==> src/rtl/owm_pkg.sv <==
// ----------------------------------------------------------------------------
// owm_pkg
// Shared types and constants of the multi-line 1-wire bus master: command
// kinds, sequencer phases, timing register indexes and their reset values.
// ----------------------------------------------------------------------------
package owm_pkg;

    // Default geometry
    localparam int LINES_DEFAULT      = 8;
    localparam int TIMER_BITS_DEFAULT = 10;

    // Field widths
    localparam int KIND_W    = 3;
    localparam int CFG_W     = 10;
    localparam int CFG_COUNT = 8;
    localparam int CFG_IDX_W = 4;
    localparam int CFG_SEL_W = $clog2(CFG_COUNT);

    // Command kinds carried by each input transfer
    typedef enum logic [KIND_W-1:0] {
        KIND_TICK    = 3'd0,
        KIND_RESET   = 3'd1,
        KIND_WRITE   = 3'd2,
        KIND_READ    = 3'd3,
        KIND_RELEASE = 3'd4
    } kind_t;

    // Sequencer phases
    typedef enum logic [3:0] {
        PH_IDLE       = 4'd0,
        PH_W_LOW      = 4'd1,
        PH_W_SLOT     = 4'd2,
        PH_R_LOW      = 4'd3,
        PH_R_SAMPLE   = 4'd4,
        PH_R_SLOT     = 4'd5,
        PH_RS_HIGH    = 4'd6,
        PH_RS_LOW     = 4'd7,
        PH_RS_PSAMPLE = 4'd8,
        PH_RS_PCHECK  = 4'd9,
        PH_RS_TAIL    = 4'd10
    } phase_t;

    // Timing register indexes
    localparam logic [CFG_IDX_W-1:0] REG_RECOVERY = 4'd0;
    localparam logic [CFG_IDX_W-1:0] REG_WSLOT    = 4'd1;
    localparam logic [CFG_IDX_W-1:0] REG_RSAMPLE  = 4'd2;
    localparam logic [CFG_IDX_W-1:0] REG_RSLOT    = 4'd3;
    localparam logic [CFG_IDX_W-1:0] REG_RHIGH    = 4'd4;
    localparam logic [CFG_IDX_W-1:0] REG_RLOW     = 4'd5;
    localparam logic [CFG_IDX_W-1:0] REG_PSAMPLE  = 4'd6;
    localparam logic [CFG_IDX_W-1:0] REG_PCHECK   = 4'd7;

    // Timing register reset values, in microseconds
    localparam logic [CFG_W-1:0] RST_RECOVERY = 10'd2;
    localparam logic [CFG_W-1:0] RST_WSLOT    = 10'd60;
    localparam logic [CFG_W-1:0] RST_RSAMPLE  = 10'd13;
    localparam logic [CFG_W-1:0] RST_RSLOT    = 10'd50;
    localparam logic [CFG_W-1:0] RST_RHIGH    = 10'd250;
    localparam logic [CFG_W-1:0] RST_RLOW     = 10'd550;
    localparam logic [CFG_W-1:0] RST_PSAMPLE  = 10'd70;
    localparam logic [CFG_W-1:0] RST_PCHECK   = 10'd300;

endpackage

==> src/rtl/multi_line_one_wire_master_top.sv <==
// ----------------------------------------------------------------------------
// multi_line_one_wire_master_top
// 1-wire master driving several bus lines in parallel through level and
// direction shadows, sequenced by microsecond tick transfers.
// ----------------------------------------------------------------------------
// Every input transfer (a tick or a command) yields exactly one result, offered
// on the result channel in the next cycle, so the block sustains one item per
// cycle as long as the result channel does not stall. The figure is set by the
// single pass of sequencer logic between the phase/shadow registers and the
// result register; s_ready stays high whenever the result register is empty or
// being taken in the same cycle. Timing registers are written through the cfg
// channel, which is always ready; unknown indexes are ignored.
module multi_line_one_wire_master_top #(
    parameter int LINES      = owm_pkg::LINES_DEFAULT,
    parameter int TIMER_BITS = owm_pkg::TIMER_BITS_DEFAULT
) (
    input  logic                         aclk,
    input  logic                         aresetn,

    // Configuration write channel
    input  logic                         cfg_valid,
    output logic                         cfg_ready,
    input  logic [owm_pkg::CFG_IDX_W-1:0] cfg_index,
    input  logic [owm_pkg::CFG_W-1:0]    cfg_data,

    // Input channel
    input  logic                         s_valid,
    output logic                         s_ready,
    input  logic [owm_pkg::KIND_W-1:0]   s_kind,
    input  logic [LINES-1:0]             s_line_mask,
    input  logic                         s_write_value,
    input  logic [LINES-1:0]             s_pin_levels,

    // Result channel
    output logic                         m_valid,
    input  logic                         m_ready,
    output logic [LINES-1:0]             m_direction_mask,
    output logic [LINES-1:0]             m_level_mask,
    output logic                         m_busy_res,
    output logic                         m_done_res,
    output logic [LINES-1:0]             m_result_mask,
    output logic                         m_rejected
);

    import owm_pkg::*;

    localparam int WIDE_W = TIMER_BITS + CFG_W;

    // Timing registers
    logic [CFG_W-1:0] cfg_reg [CFG_COUNT];

    // Sequencer state
    phase_t                phase_reg,     phase_next;
    logic [TIMER_BITS-1:0] timer_reg,     timer_next;
    logic [LINES-1:0]      level_reg,     level_next;
    logic [LINES-1:0]      dir_reg,       dir_next;
    logic [LINES-1:0]      saved_lvl_reg, saved_lvl_next;
    logic [LINES-1:0]      saved_dir_reg, saved_dir_next;
    logic [LINES-1:0]      active_reg,    active_next;
    logic [LINES-1:0]      acc_reg,       acc_next;
    logic                  bit_reg,       bit_next;

    // Result register
    logic                  m_valid_reg;
    logic [LINES-1:0]      res_dir_reg, res_lvl_reg, res_mask_reg;
    logic                  res_busy_reg, res_done_reg, res_rej_reg;

    logic                  done_c, rej_c;
    logic [LINES-1:0]      result_c;
    logic [LINES-1:0]      present_c;
    logic [TIMER_BITS-1:0] timer_dec;
    logic                  in_xfer;

    // Load a phase timer from a timing register, fitted to the timer width
    function automatic logic [TIMER_BITS-1:0] load_time(input logic [CFG_W-1:0] v);
        logic [WIDE_W-1:0] wide;
        wide = {{TIMER_BITS{1'b0}}, v};
        return wide[TIMER_BITS-1:0];
    endfunction

    assign cfg_ready = 1'b1;
    assign s_ready   = !m_valid_reg || m_ready;
    assign in_xfer   = s_valid && s_ready;

    // Write timing registers
    always_ff @(posedge aclk) begin
        if (!aresetn) begin
            cfg_reg[REG_RECOVERY[CFG_SEL_W-1:0]] <= RST_RECOVERY;
            cfg_reg[REG_WSLOT[CFG_SEL_W-1:0]]    <= RST_WSLOT;
            cfg_reg[REG_RSAMPLE[CFG_SEL_W-1:0]]  <= RST_RSAMPLE;
            cfg_reg[REG_RSLOT[CFG_SEL_W-1:0]]    <= RST_RSLOT;
            cfg_reg[REG_RHIGH[CFG_SEL_W-1:0]]    <= RST_RHIGH;
            cfg_reg[REG_RLOW[CFG_SEL_W-1:0]]     <= RST_RLOW;
            cfg_reg[REG_PSAMPLE[CFG_SEL_W-1:0]]  <= RST_PSAMPLE;
            cfg_reg[REG_PCHECK[CFG_SEL_W-1:0]]   <= RST_PCHECK;
        end else if (cfg_valid && cfg_ready && (cfg_index < CFG_IDX_W'(CFG_COUNT))) begin
            cfg_reg[cfg_index[CFG_SEL_W-1:0]] <= cfg_data;
        end
    end

    assign timer_dec = (timer_reg != '0) ? timer_reg - 1'b1 : timer_reg;
    assign present_c = ~acc_reg & active_reg;

    // Next state and result for one transfer
    always_comb begin
        phase_next     = phase_reg;
        timer_next     = timer_reg;
        level_next     = level_reg;
        dir_next       = dir_reg;
        saved_lvl_next = saved_lvl_reg;
        saved_dir_next = saved_dir_reg;
        active_next    = active_reg;
        acc_next       = acc_reg;
        bit_next       = bit_reg;
        done_c         = 1'b0;
        rej_c          = 1'b0;
        result_c       = '0;

        if (s_kind == KIND_TICK) begin
            // Advance time and close the phase when the timer runs out
            if (phase_reg != PH_IDLE) begin
                timer_next = timer_dec;
                if (timer_dec == '0) begin
                    case (phase_reg)
                        PH_W_LOW: begin
                            if (bit_reg) begin
                                level_next = saved_lvl_reg;
                            end
                            phase_next = PH_W_SLOT;
                            timer_next = load_time(cfg_reg[REG_WSLOT[CFG_SEL_W-1:0]]);
                        end
                        PH_W_SLOT: begin
                            level_next = saved_lvl_reg;
                            phase_next = PH_IDLE;
                            done_c     = 1'b1;
                        end
                        PH_R_LOW: begin
                            level_next = saved_lvl_reg;
                            dir_next   = saved_dir_reg & ~active_reg;
                            phase_next = PH_R_SAMPLE;
                            timer_next = load_time(cfg_reg[REG_RSAMPLE[CFG_SEL_W-1:0]]);
                        end
                        PH_R_SAMPLE: begin
                            acc_next   = s_pin_levels & active_reg;
                            phase_next = PH_R_SLOT;
                            timer_next = load_time(cfg_reg[REG_RSLOT[CFG_SEL_W-1:0]]);
                        end
                        PH_R_SLOT: begin
                            dir_next   = saved_dir_reg;
                            phase_next = PH_IDLE;
                            done_c     = 1'b1;
                            result_c   = acc_reg;
                        end
                        PH_RS_HIGH: begin
                            dir_next   = saved_dir_reg | active_reg;
                            level_next = saved_lvl_reg & ~active_reg;
                            phase_next = PH_RS_LOW;
                            timer_next = load_time(cfg_reg[REG_RLOW[CFG_SEL_W-1:0]]);
                        end
                        PH_RS_LOW: begin
                            dir_next   = saved_dir_reg & ~active_reg;
                            level_next = saved_lvl_reg | active_reg;
                            phase_next = PH_RS_PSAMPLE;
                            timer_next = load_time(cfg_reg[REG_PSAMPLE[CFG_SEL_W-1:0]]);
                        end
                        PH_RS_PSAMPLE: begin
                            acc_next   = s_pin_levels;
                            phase_next = PH_RS_PCHECK;
                            timer_next = load_time(cfg_reg[REG_PCHECK[CFG_SEL_W-1:0]]);
                        end
                        PH_RS_PCHECK: begin
                            // A line that is still low at the check is not present
                            acc_next   = acc_reg | ~s_pin_levels;
                            phase_next = PH_RS_TAIL;
                            timer_next = load_time(cfg_reg[REG_RHIGH[CFG_SEL_W-1:0]]);
                        end
                        PH_RS_TAIL: begin
                            dir_next   = saved_dir_reg | present_c;
                            level_next = saved_lvl_reg | present_c;
                            phase_next = PH_IDLE;
                            done_c     = 1'b1;
                            result_c   = present_c;
                        end
                        default: begin
                            phase_next = PH_IDLE;
                        end
                    endcase
                end
            end
        end else if (s_kind inside {KIND_RESET, KIND_WRITE, KIND_READ, KIND_RELEASE}) begin
            if (phase_reg != PH_IDLE) begin
                // Drop a command that arrives mid-sequence
                rej_c = 1'b1;
            end else begin
                active_next    = s_line_mask;
                saved_lvl_next = level_reg;
                saved_dir_next = dir_reg;
                case (s_kind)
                    KIND_RESET: begin
                        level_next = level_reg | s_line_mask;
                        phase_next = PH_RS_HIGH;
                        timer_next = load_time(cfg_reg[REG_RHIGH[CFG_SEL_W-1:0]]);
                    end
                    KIND_WRITE: begin
                        bit_next   = s_write_value;
                        level_next = level_reg & ~s_line_mask;
                        phase_next = PH_W_LOW;
                        timer_next = load_time(cfg_reg[REG_RECOVERY[CFG_SEL_W-1:0]]);
                    end
                    KIND_READ: begin
                        level_next = level_reg & ~s_line_mask;
                        phase_next = PH_R_LOW;
                        timer_next = load_time(cfg_reg[REG_RECOVERY[CFG_SEL_W-1:0]]);
                    end
                    default: begin
                        // Release lines at once
                        dir_next   = dir_reg & ~s_line_mask;
                        level_next = level_reg & ~s_line_mask;
                        done_c     = 1'b1;
                    end
                endcase
            end
        end
    end

    // Sequencer state register
    always_ff @(posedge aclk) begin
        if (!aresetn) begin
            phase_reg     <= PH_IDLE;
            timer_reg     <= '0;
            level_reg     <= '0;
            dir_reg       <= '0;
            saved_lvl_reg <= '0;
            saved_dir_reg <= '0;
            active_reg    <= '0;
            acc_reg       <= '0;
            bit_reg       <= 1'b0;
        end else if (in_xfer) begin
            phase_reg     <= phase_next;
            timer_reg     <= timer_next;
            level_reg     <= level_next;
            dir_reg       <= dir_next;
            saved_lvl_reg <= saved_lvl_next;
            saved_dir_reg <= saved_dir_next;
            active_reg    <= active_next;
            acc_reg       <= acc_next;
            bit_reg       <= bit_next;
        end
    end

    // Hold the result until the downstream transfer
    always_ff @(posedge aclk) begin
        if (!aresetn) begin
            m_valid_reg <= 1'b0;
        end else if (in_xfer) begin
            m_valid_reg <= 1'b1;
        end else if (m_ready) begin
            m_valid_reg <= 1'b0;
        end
    end

    always_ff @(posedge aclk) begin
        if (in_xfer) begin
            res_dir_reg  <= dir_next;
            res_lvl_reg  <= level_next;
            res_busy_reg <= (phase_next != PH_IDLE);
            res_done_reg <= done_c;
            res_mask_reg <= result_c;
            res_rej_reg  <= rej_c;
        end
    end

    assign m_valid          = m_valid_reg;
    assign m_direction_mask = res_dir_reg;
    assign m_level_mask     = res_lvl_reg;
    assign m_busy_res       = res_busy_reg;
    assign m_done_res       = res_done_reg;
    assign m_result_mask    = res_mask_reg;
    assign m_rejected       = res_rej_reg;

endmodule

==> config.mk <==
export PLATFORM = sky130hd
export DESIGN_NAME = multi_line_one_wire_master_top
export DESIGN_NICKNAME = d
export VERILOG_FILES = /design/src/rtl/owm_pkg.sv /design/src/rtl/multi_line_one_wire_master_top.sv
export SDC_FILE = /design/constraint.sdc
export NUM_CORES = 1
export LEC_CHECK = 0
export BUFFER_PORTS_ARGS = -buffer_cell sky130_fd_sc_hd__buf_2
export CORE_ASPECT_RATIO = 1.75
export CORE_UTILIZATION = 30
export CTS_BUF_LIST = sky130_fd_sc_hd__clkbuf_4 sky130_fd_sc_hd__clkbuf_8
export CTS_CLUSTER_DIAMETER = 100
export CTS_CLUSTER_SIZE = 40
export DETAILED_ROUTE_END_ITERATION = 6
export SLEW_MARGIN = 20
export SYNTH_ARGS = -nofsm -noshare
export SYNTH_HDL_FRONTEND = slang
export SYNTH_SLANG_ARGS = --single-unit
==> constraint.sdc <==
create_clock -name aclk -period 4.4 [get_ports aclk]
set_input_delay 0.22 -clock aclk [delete_from_list [all_inputs] [get_ports aclk]]
set_output_delay 0.22 -clock aclk [all_outputs]
set_load 0.02 [all_outputs]
==> results of run 1 <==
[worst max-delay path by stage]
stage,slack [ps],cells after the start,from,endpoint
after global placement,910,10,timer_reg[0],m_level_mask[1]
after floorplan,1180,13,timer_reg[0],m_level_mask[0]
after detailed placement,810,10,timer_reg[0],m_level_mask[5]
after global routing,550,10,timer_reg[0],m_level_mask[5]
final,780,10,timer_reg[0],m_level_mask[5]
after CTS,810,10,timer_reg[0],m_level_mask[1]
[where the power goes]
part / leakage (nW) / internal [mW] / total (mW) / switching, mW
sequential: 1.57 / 1.77 / 1.83 / 0.0532
clock: 0.215 / 0.607 / 1.21 / 0.605
combinational: 1.57 / 0.166 / 0.516 / 0.350
total: 3.35 / 2.55 / 3.55 / 1.01
[worst max-delay path: stages, from the launching register on]
cell      delay (ps)
dfxtp_1          390
inv_1            140
ha_1             320
or3b_2           590
nor4_1           410
a211oi_1         140
and3_1           250
and3_1           170
a21oi_2          580
nor2_1           120
o221a_2          270
[cell usage in the layout (no fill, tap or decap), drive strengths merged, types with 14 or more instances in the layout]
| cell | netlist | layout |
|---|---|---|
| inv | 10 | 14 |
| and2 | 58 | 58 |
| a21oi | 75 | 75 |
| or3 | 30 | 30 |
| dfxtp | 64 | 64 |
| nand2 | 143 | 143 |
| a22oi | 17 | 17 |
| o21ai | 73 | 73 |
| a222oi | 16 | 16 |
| clkbuf | 52 | 21 |
| nand3 | 27 | 27 |
| buf | 12 | 88 |
| nor2 | 72 | 72 |
| edfxtp | 107 | 107 |
[layout make-up]
class | instances | area (um2)
Sequential cell | 171 | 4490
Fill cell | 2969 | 18400
Clock inverter | 11 | 160
Tap cell | 373 | 467
Timing Repair Buffer | 89 | 503
Antenna cell | 1 | 2.50
Clock buffer | 21 | 270
Multi-Input combinational cell | 676 | 3850
Inverter | 11 | 41.3
[synthesized netlist by cell type, drive strengths merged, types with 9 or more instances]
cell      n
a22oi    17
nand2   143
inv      10
nand2b   13
o22ai     9
edfxtp  107
and2     58
dfxtp    64
nor3     13
a222oi   16
mux2     10
a211oi   13
clkbuf   52
nor2     72
nand3    27
buf      12
o21ai    73
or3      30
a21oi    75
[repair_timing]
action                    in CTS  in global routing
hold endpoints to repair       1                  0
hold buffers                   1                  0
resized for setup              0                  0
[metal layers]
metal	global-route usage [%]	vias to the layer above	share of wire, %
li1	-	3510	-
met1	19.3	3521	35
met2	35.0	285	55
met3	2.60	65	4.2
met4	11.9	0	5.9
met5	0	-	0
[logic make-up (layout without fill, tap and decap cells)]
logic type / after synthesis / in the layout
other cells: 1 / 2
flops: 171 / 171
mux: 15 / 15
buf+inv: 75 / 132
xor+xnor: 4 / 4
simple gates: 391 / 391
compound gates: 264 / 264
fa+ha+maj: 1 / 1
[metrics by stage]
step           setup slack [ps]  cell area, um2  hold slack [ps]  power, mW  utilization (%)
6_report                    781            9790             33.3       3.55             34.8
5_1_grt                     554            9790             32.8       3.69             34.8
4_1_cts                     809            9790             40.0       3.58             34.7
3_5_place_dp                813            9350              446       2.38             33.2
3_3_place_gp                912            9350              438       2.37             33.2
2_1_floorplan              1180            8650              349       2.18                -
==> run summary, run 1 <==
### Run status
* status: finished, final reports clean

### Global route
* first-pass GRT wire length: 40600 um
* total global-route track usage: 18.8%
* number of global-route vias before repair: 7193
* GRT Residual Overflow: 0
* initial antenna violation count: 1
* maximum number of pins on one net before global-route repair: 63

### Finish
* # nets final: 1006
* number of flip-flops in the largest register: 80
* Area growth, synth to finish: 13.2%
* fraction of layout instances using a drive strength above 1: 15.2%
* Finished Layout Cells: 1353

### Logic synthesis
* cell area after synthesis: 0.00865 mm2
* Post-Synth Adder-Cell Area: 0.145%
* Gate Count Post-Synth: 922
* area fraction in compound gates after synthesis: 20.2%
* Synthesis Warnings: 0
* unique cell type count in the Yosys netlist: 66
* largest family of logic cells by synthesized area: simple AND/OR/NAND/NOR gates
* parity-gate share of the synthesized area counting xor and xnor cells: 0.405%
* top cell type's share of synthesized area: 37.1%
* number of flops mapped to enable cells by yosys: 107
* per-instance average area after synthesis: 9.38 um2
* mux cell area share after synthesis: 1.88%
* portion of the post-synthesis area used by sequential elements: 51.9%
* nets in the synthesized netlist: 962
* largest cells by area after synthesis: edfxtp_1 37%, dfxtp_1 15%, nand2_1 6.2%
* most area-hungry cell type in the Yosys netlist: edfxtp_1
* Async SR Flop Fraction: 0%
* Synth Flop Type: edfxtp_1
* simple-gate area share of the yosys netlist: 21.9%
* register bit count reported by yosys: 171

### Setup path
* endpoint kind of the worst setup timing path: flip-flop
* Crit Path Max Fanout: 16
* FF-to-FF setup slack: 780 ps
* arrival time of the worst setup path: 3850 ps
* required arrival time at the worst endpoint: 4630 ps
* Startpoint Class: flip-flop
* R2R cell count: 10
* worst reg2reg endpoint: m_level_mask[5]
* path type of the worst setup path: reg -> reg
* Worst R2R Start: timer_reg[0]

### Floorplanning
* Die Height: 227 um
* total I/O pin count: 69
* starting density of the core: 30.7%
* area of the core: 0.0282 mm2
* count of standard-cell rows: 81
* floorplan die width: 130 um
* area enclosed by the die boundary: 0.0296 mm2

### Place
* hpwl dp: 19300 um
* last weighted congestion value of the routability-driven placer: 0.912
* Post-Place Cells: 1319
* quantity of I/O buffers inserted on ports: 67

### Clock tree
* Clock transition at path regs: 90 ps
* clock tree from TritonCTS: yes
* CTS H-tree lvls: 4
* Post CTS Setup Buffer Count: 0
* Skew-Pair Late Insertion Delay: 470 ps
* total clock buffers created by CTS: 17
* root buffer selected by CTS: clkbuf_8
* clock buffer depth: 2
* # clock sinks: 171

### Routing
* DR iter-0 viols: 605
* count of nets left with antenna violations after detail routing: 0
* DRT Pass-1 Iters: 6
* wire length per cell after detailed routing: 19.8 um
* drc violations: 0
* Via density: 5.46
* via count of the routed design: 7381
* WL final: 26800 um

### Power and ir drop
* Max VDD drop: 0.193 mV
* reported leakage power: 3.35 nW
* Power Density: 363 mW/mm2

### Worst hold path
* hold path cells: 3
* Worst Hold Class: in -> reg
* min-delay src: s_write_value
* worst hold path endpoint: bit_reg

### Timing
* unrepaired setup endpoints after global routing: false
* Fin Clk Skew: 12.6 ps
* Final Max Tran Viols: 0
* final worst-path cycle share: 82.2%
* Worst Max-Slew Pin Slew: 1040 ps
* min Tclk post-route: 3620 ps
* maximum operating frequency: 276 MHz
* post-route setup TNS: 0 ps
* final-report setup violation count: 0
* slew margin rel.: 30.4%
* Hold Violations, Final: 0

### Flow run
* MaxCap Viol Count: 0

No activity file was read; power rests on OpenSTA's default activity.
==> run 2: changes to the inputs <==
clock period = 3.2 ns   (was 4.4 ns; I/O delays follow)
==> run 2 against run 1 <==
- final cell count grew 2.7%
- non-clock buffer count up 35
- worst hold slack improved by 2.1 ps
- sequential power rose by 36%
- routed wire length grew 0.31%
- setup slack worse by 600 ps
- total power rose by 36%
- via count is 1.5% higher
- flip-flop and latch count is the same
- fmax rose by 20%
- clock skew grew 5.0 ps
- combinational power increased by 50%
- highest routed layer unchanged
==> run summary, run 2 (same netlist as run 1, synthesis figures left out) <==
### Finish
* most common library cell in the layout ignoring fill and taps: nand2_1
* Finished Layout Cells: 1389
* fraction of layout instances using a drive strength above 1: 17.6%
* top library cells by usage in the layout, fill and taps aside: 143 x nand2_1, 107 x edfxtp_1, 74 x a21oi_1, 72 x nor2_1, 72 x o21ai_0
* utilization after layout: 35.8%
* # nets final: 1041
* number of flip-flops in the largest register: 80
* Area growth, synth to finish: 16.7%

### Setup path
* Startpoint Class: flip-flop
* endpoint kind of the worst setup timing path: flip-flop
* CP Cell Sequence: buf_4 > or4_1 > a2111oi_2 > a21oi_1 > and3_2 > and3_1 > a21oi_2 > buf_12 > nor2_1 > o221a_2
* largest stage delay on the critical path: 630 ps
* Buffers & Inverters on Critical Path: 2
* required arrival time at the worst endpoint: 3420 ps
* path type of the worst setup path: reg -> reg
* arrival time of the worst setup path: 3240 ps
* slowest stage cell, crit path: or4_1
* Crit Path Max Fanout: 16
* family with the most delay on the worst path: simple AND/OR/NAND/NOR gates

### Floorplanning
* area enclosed by the die boundary: 0.0296 mm2
* total I/O pin count: 69
* starting density of the core: 30.7%
* count of standard-cell rows: 81
* floorplan die width: 130 um
* Die Height: 227 um
* area of the core: 0.0282 mm2

### Timing
* Final Max Tran Viols: 0
* maximum operating frequency: 332 MHz
* unrepaired setup endpoints after global routing: false
* post-route setup TNS: 0 ps
* Hold Violations, Final: 0
* final-report setup violation count: 0
* final worst-path cycle share: 94.2%
* Fin Clk Skew: 17.6 ps
* slew margin rel.: 33.0%
* min Tclk post-route: 3020 ps
* Worst Max-Slew Pin Slew: 997 ps

### Clock tree
* # clock sinks: 171
* total clock buffers created by CTS: 17
* Clock transition at path regs: 100 ps
* clock buffer depth: 2
* CTS H-tree lvls: 4
* Skew-Pair Late Insertion Delay: 470 ps
* clock tree from TritonCTS: yes
* root buffer selected by CTS: clkbuf_8

### Place
* hpwl dp: 19700 um
* quantity of I/O buffers inserted on ports: 67
* last weighted congestion value of the routability-driven placer: 0.916
* Post-Place Cells: 1342

### Power and ir drop
* total chip power: 4.84 mW
* Power Density: 480 mW/mm2
* Max VDD drop: 0.251 mV
* reported leakage power: 3.51 nW

### Flow run
* MaxCap Viol Count: 0

### Global route
* number of global-route vias before repair: 7483
* GRT Residual Overflow: 0
* total global-route track usage: 19.0%
* maximum number of pins on one net before global-route repair: 37
* first-pass GRT wire length: 41200 um
* initial antenna violation count: 1

### Routing
* drc violations: 0
* wire length per cell after detailed routing: 19.4 um
* DRT Pass-1 Iters: 5
* DR iter-0 viols: 599
* via count of the routed design: 7490
* WL final: 26900 um
* count of nets left with antenna violations after detail routing: 0
* Via density: 5.39

### Run status
* status: finished, final reports clean

### Worst hold path
* Worst Hold Class: in -> reg

## run 2: changes by cell type in the layout (fill, tap and decap cells not counted), sizes merged
cell         previous run  this run
bufinv                  3         2
diode                   1         2
buf                    88       111
clkbuf                 21        20
clkinv                  3         5
clkinvlp                2         3
dlygate4sd3             1        13
inv                    14        13
## run 2: tightest hold or removal path, cell delays in order
cell and delay, ps:
buf_2 110, o22ai_1 100, a211oi_1 90
## run 2: final cells by class
type / count / area (um2)
fillers: 2944 / 18100
flip-flops and latches: 171 / 4490
multi-input cells: 676 / 3870
repair buffers: 124 / 808
well taps: 373 / 467
clock buffers: 20 / 269
clock inverters: 12 / 139
inverters: 11 / 41.3
diodes: 2 / 5.00
## run 2: what timing repair did
item,4_1_cts,5_1_grt
gates resized for setup,0,5
setup endpoints to repair,0,27
hold buffers,13,0
buffers inserted,0,0
hold endpoints to repair,12,0
## run 2: per-stage QoR
step | hold WS, ps | worst slack [ps] | cell area [um2]
global route | 27.7 | 25.6 | 10100
floorplan | 289 | 25.5 | 8660
CTS | 3.34 | 72.0 | 10100
finish | 35.4 | 185 | 10100
detailed placement | 417 | 80.5 | 9540
global placement | 409 | 197 | 9540
## run 2: where the power goes
group / switching [mW] / leakage [nW] / total, mW / internal [mW]
registers: 0.0539 / 1.57 / 2.49 / 2.44
logic: 0.505 / 1.74 / 0.774 / 0.269
clock network: 0.823 / 0.201 / 1.58 / 0.753
## run 2: worst paths after layout
check | from | end | slack, ps | cells past startpoint
worst max-delay path | timer_reg[0] | m_level_mask[2] | 180 | 10
worst min-delay path | s_pin_levels[6] | acc_reg[6] | 40 | 3
worst min register to register | saved_lvl_reg[1] | saved_lvl_reg[1] | 460 | 2
worst max register to register | timer_reg[0] | m_level_mask[2] | 180 | 10
## run 2: routing by layer
layer / track usage [%] / vias to the layer above / part of all wire [%]
met5: 0 / - / 0
met4: 14.3 / 0 / 7.3
met3: 2.67 / 75 / 3.9
met2: 34.6 / 253 / 53
met1: 19.1 / 3572 / 36
li1: - / 3590 / -
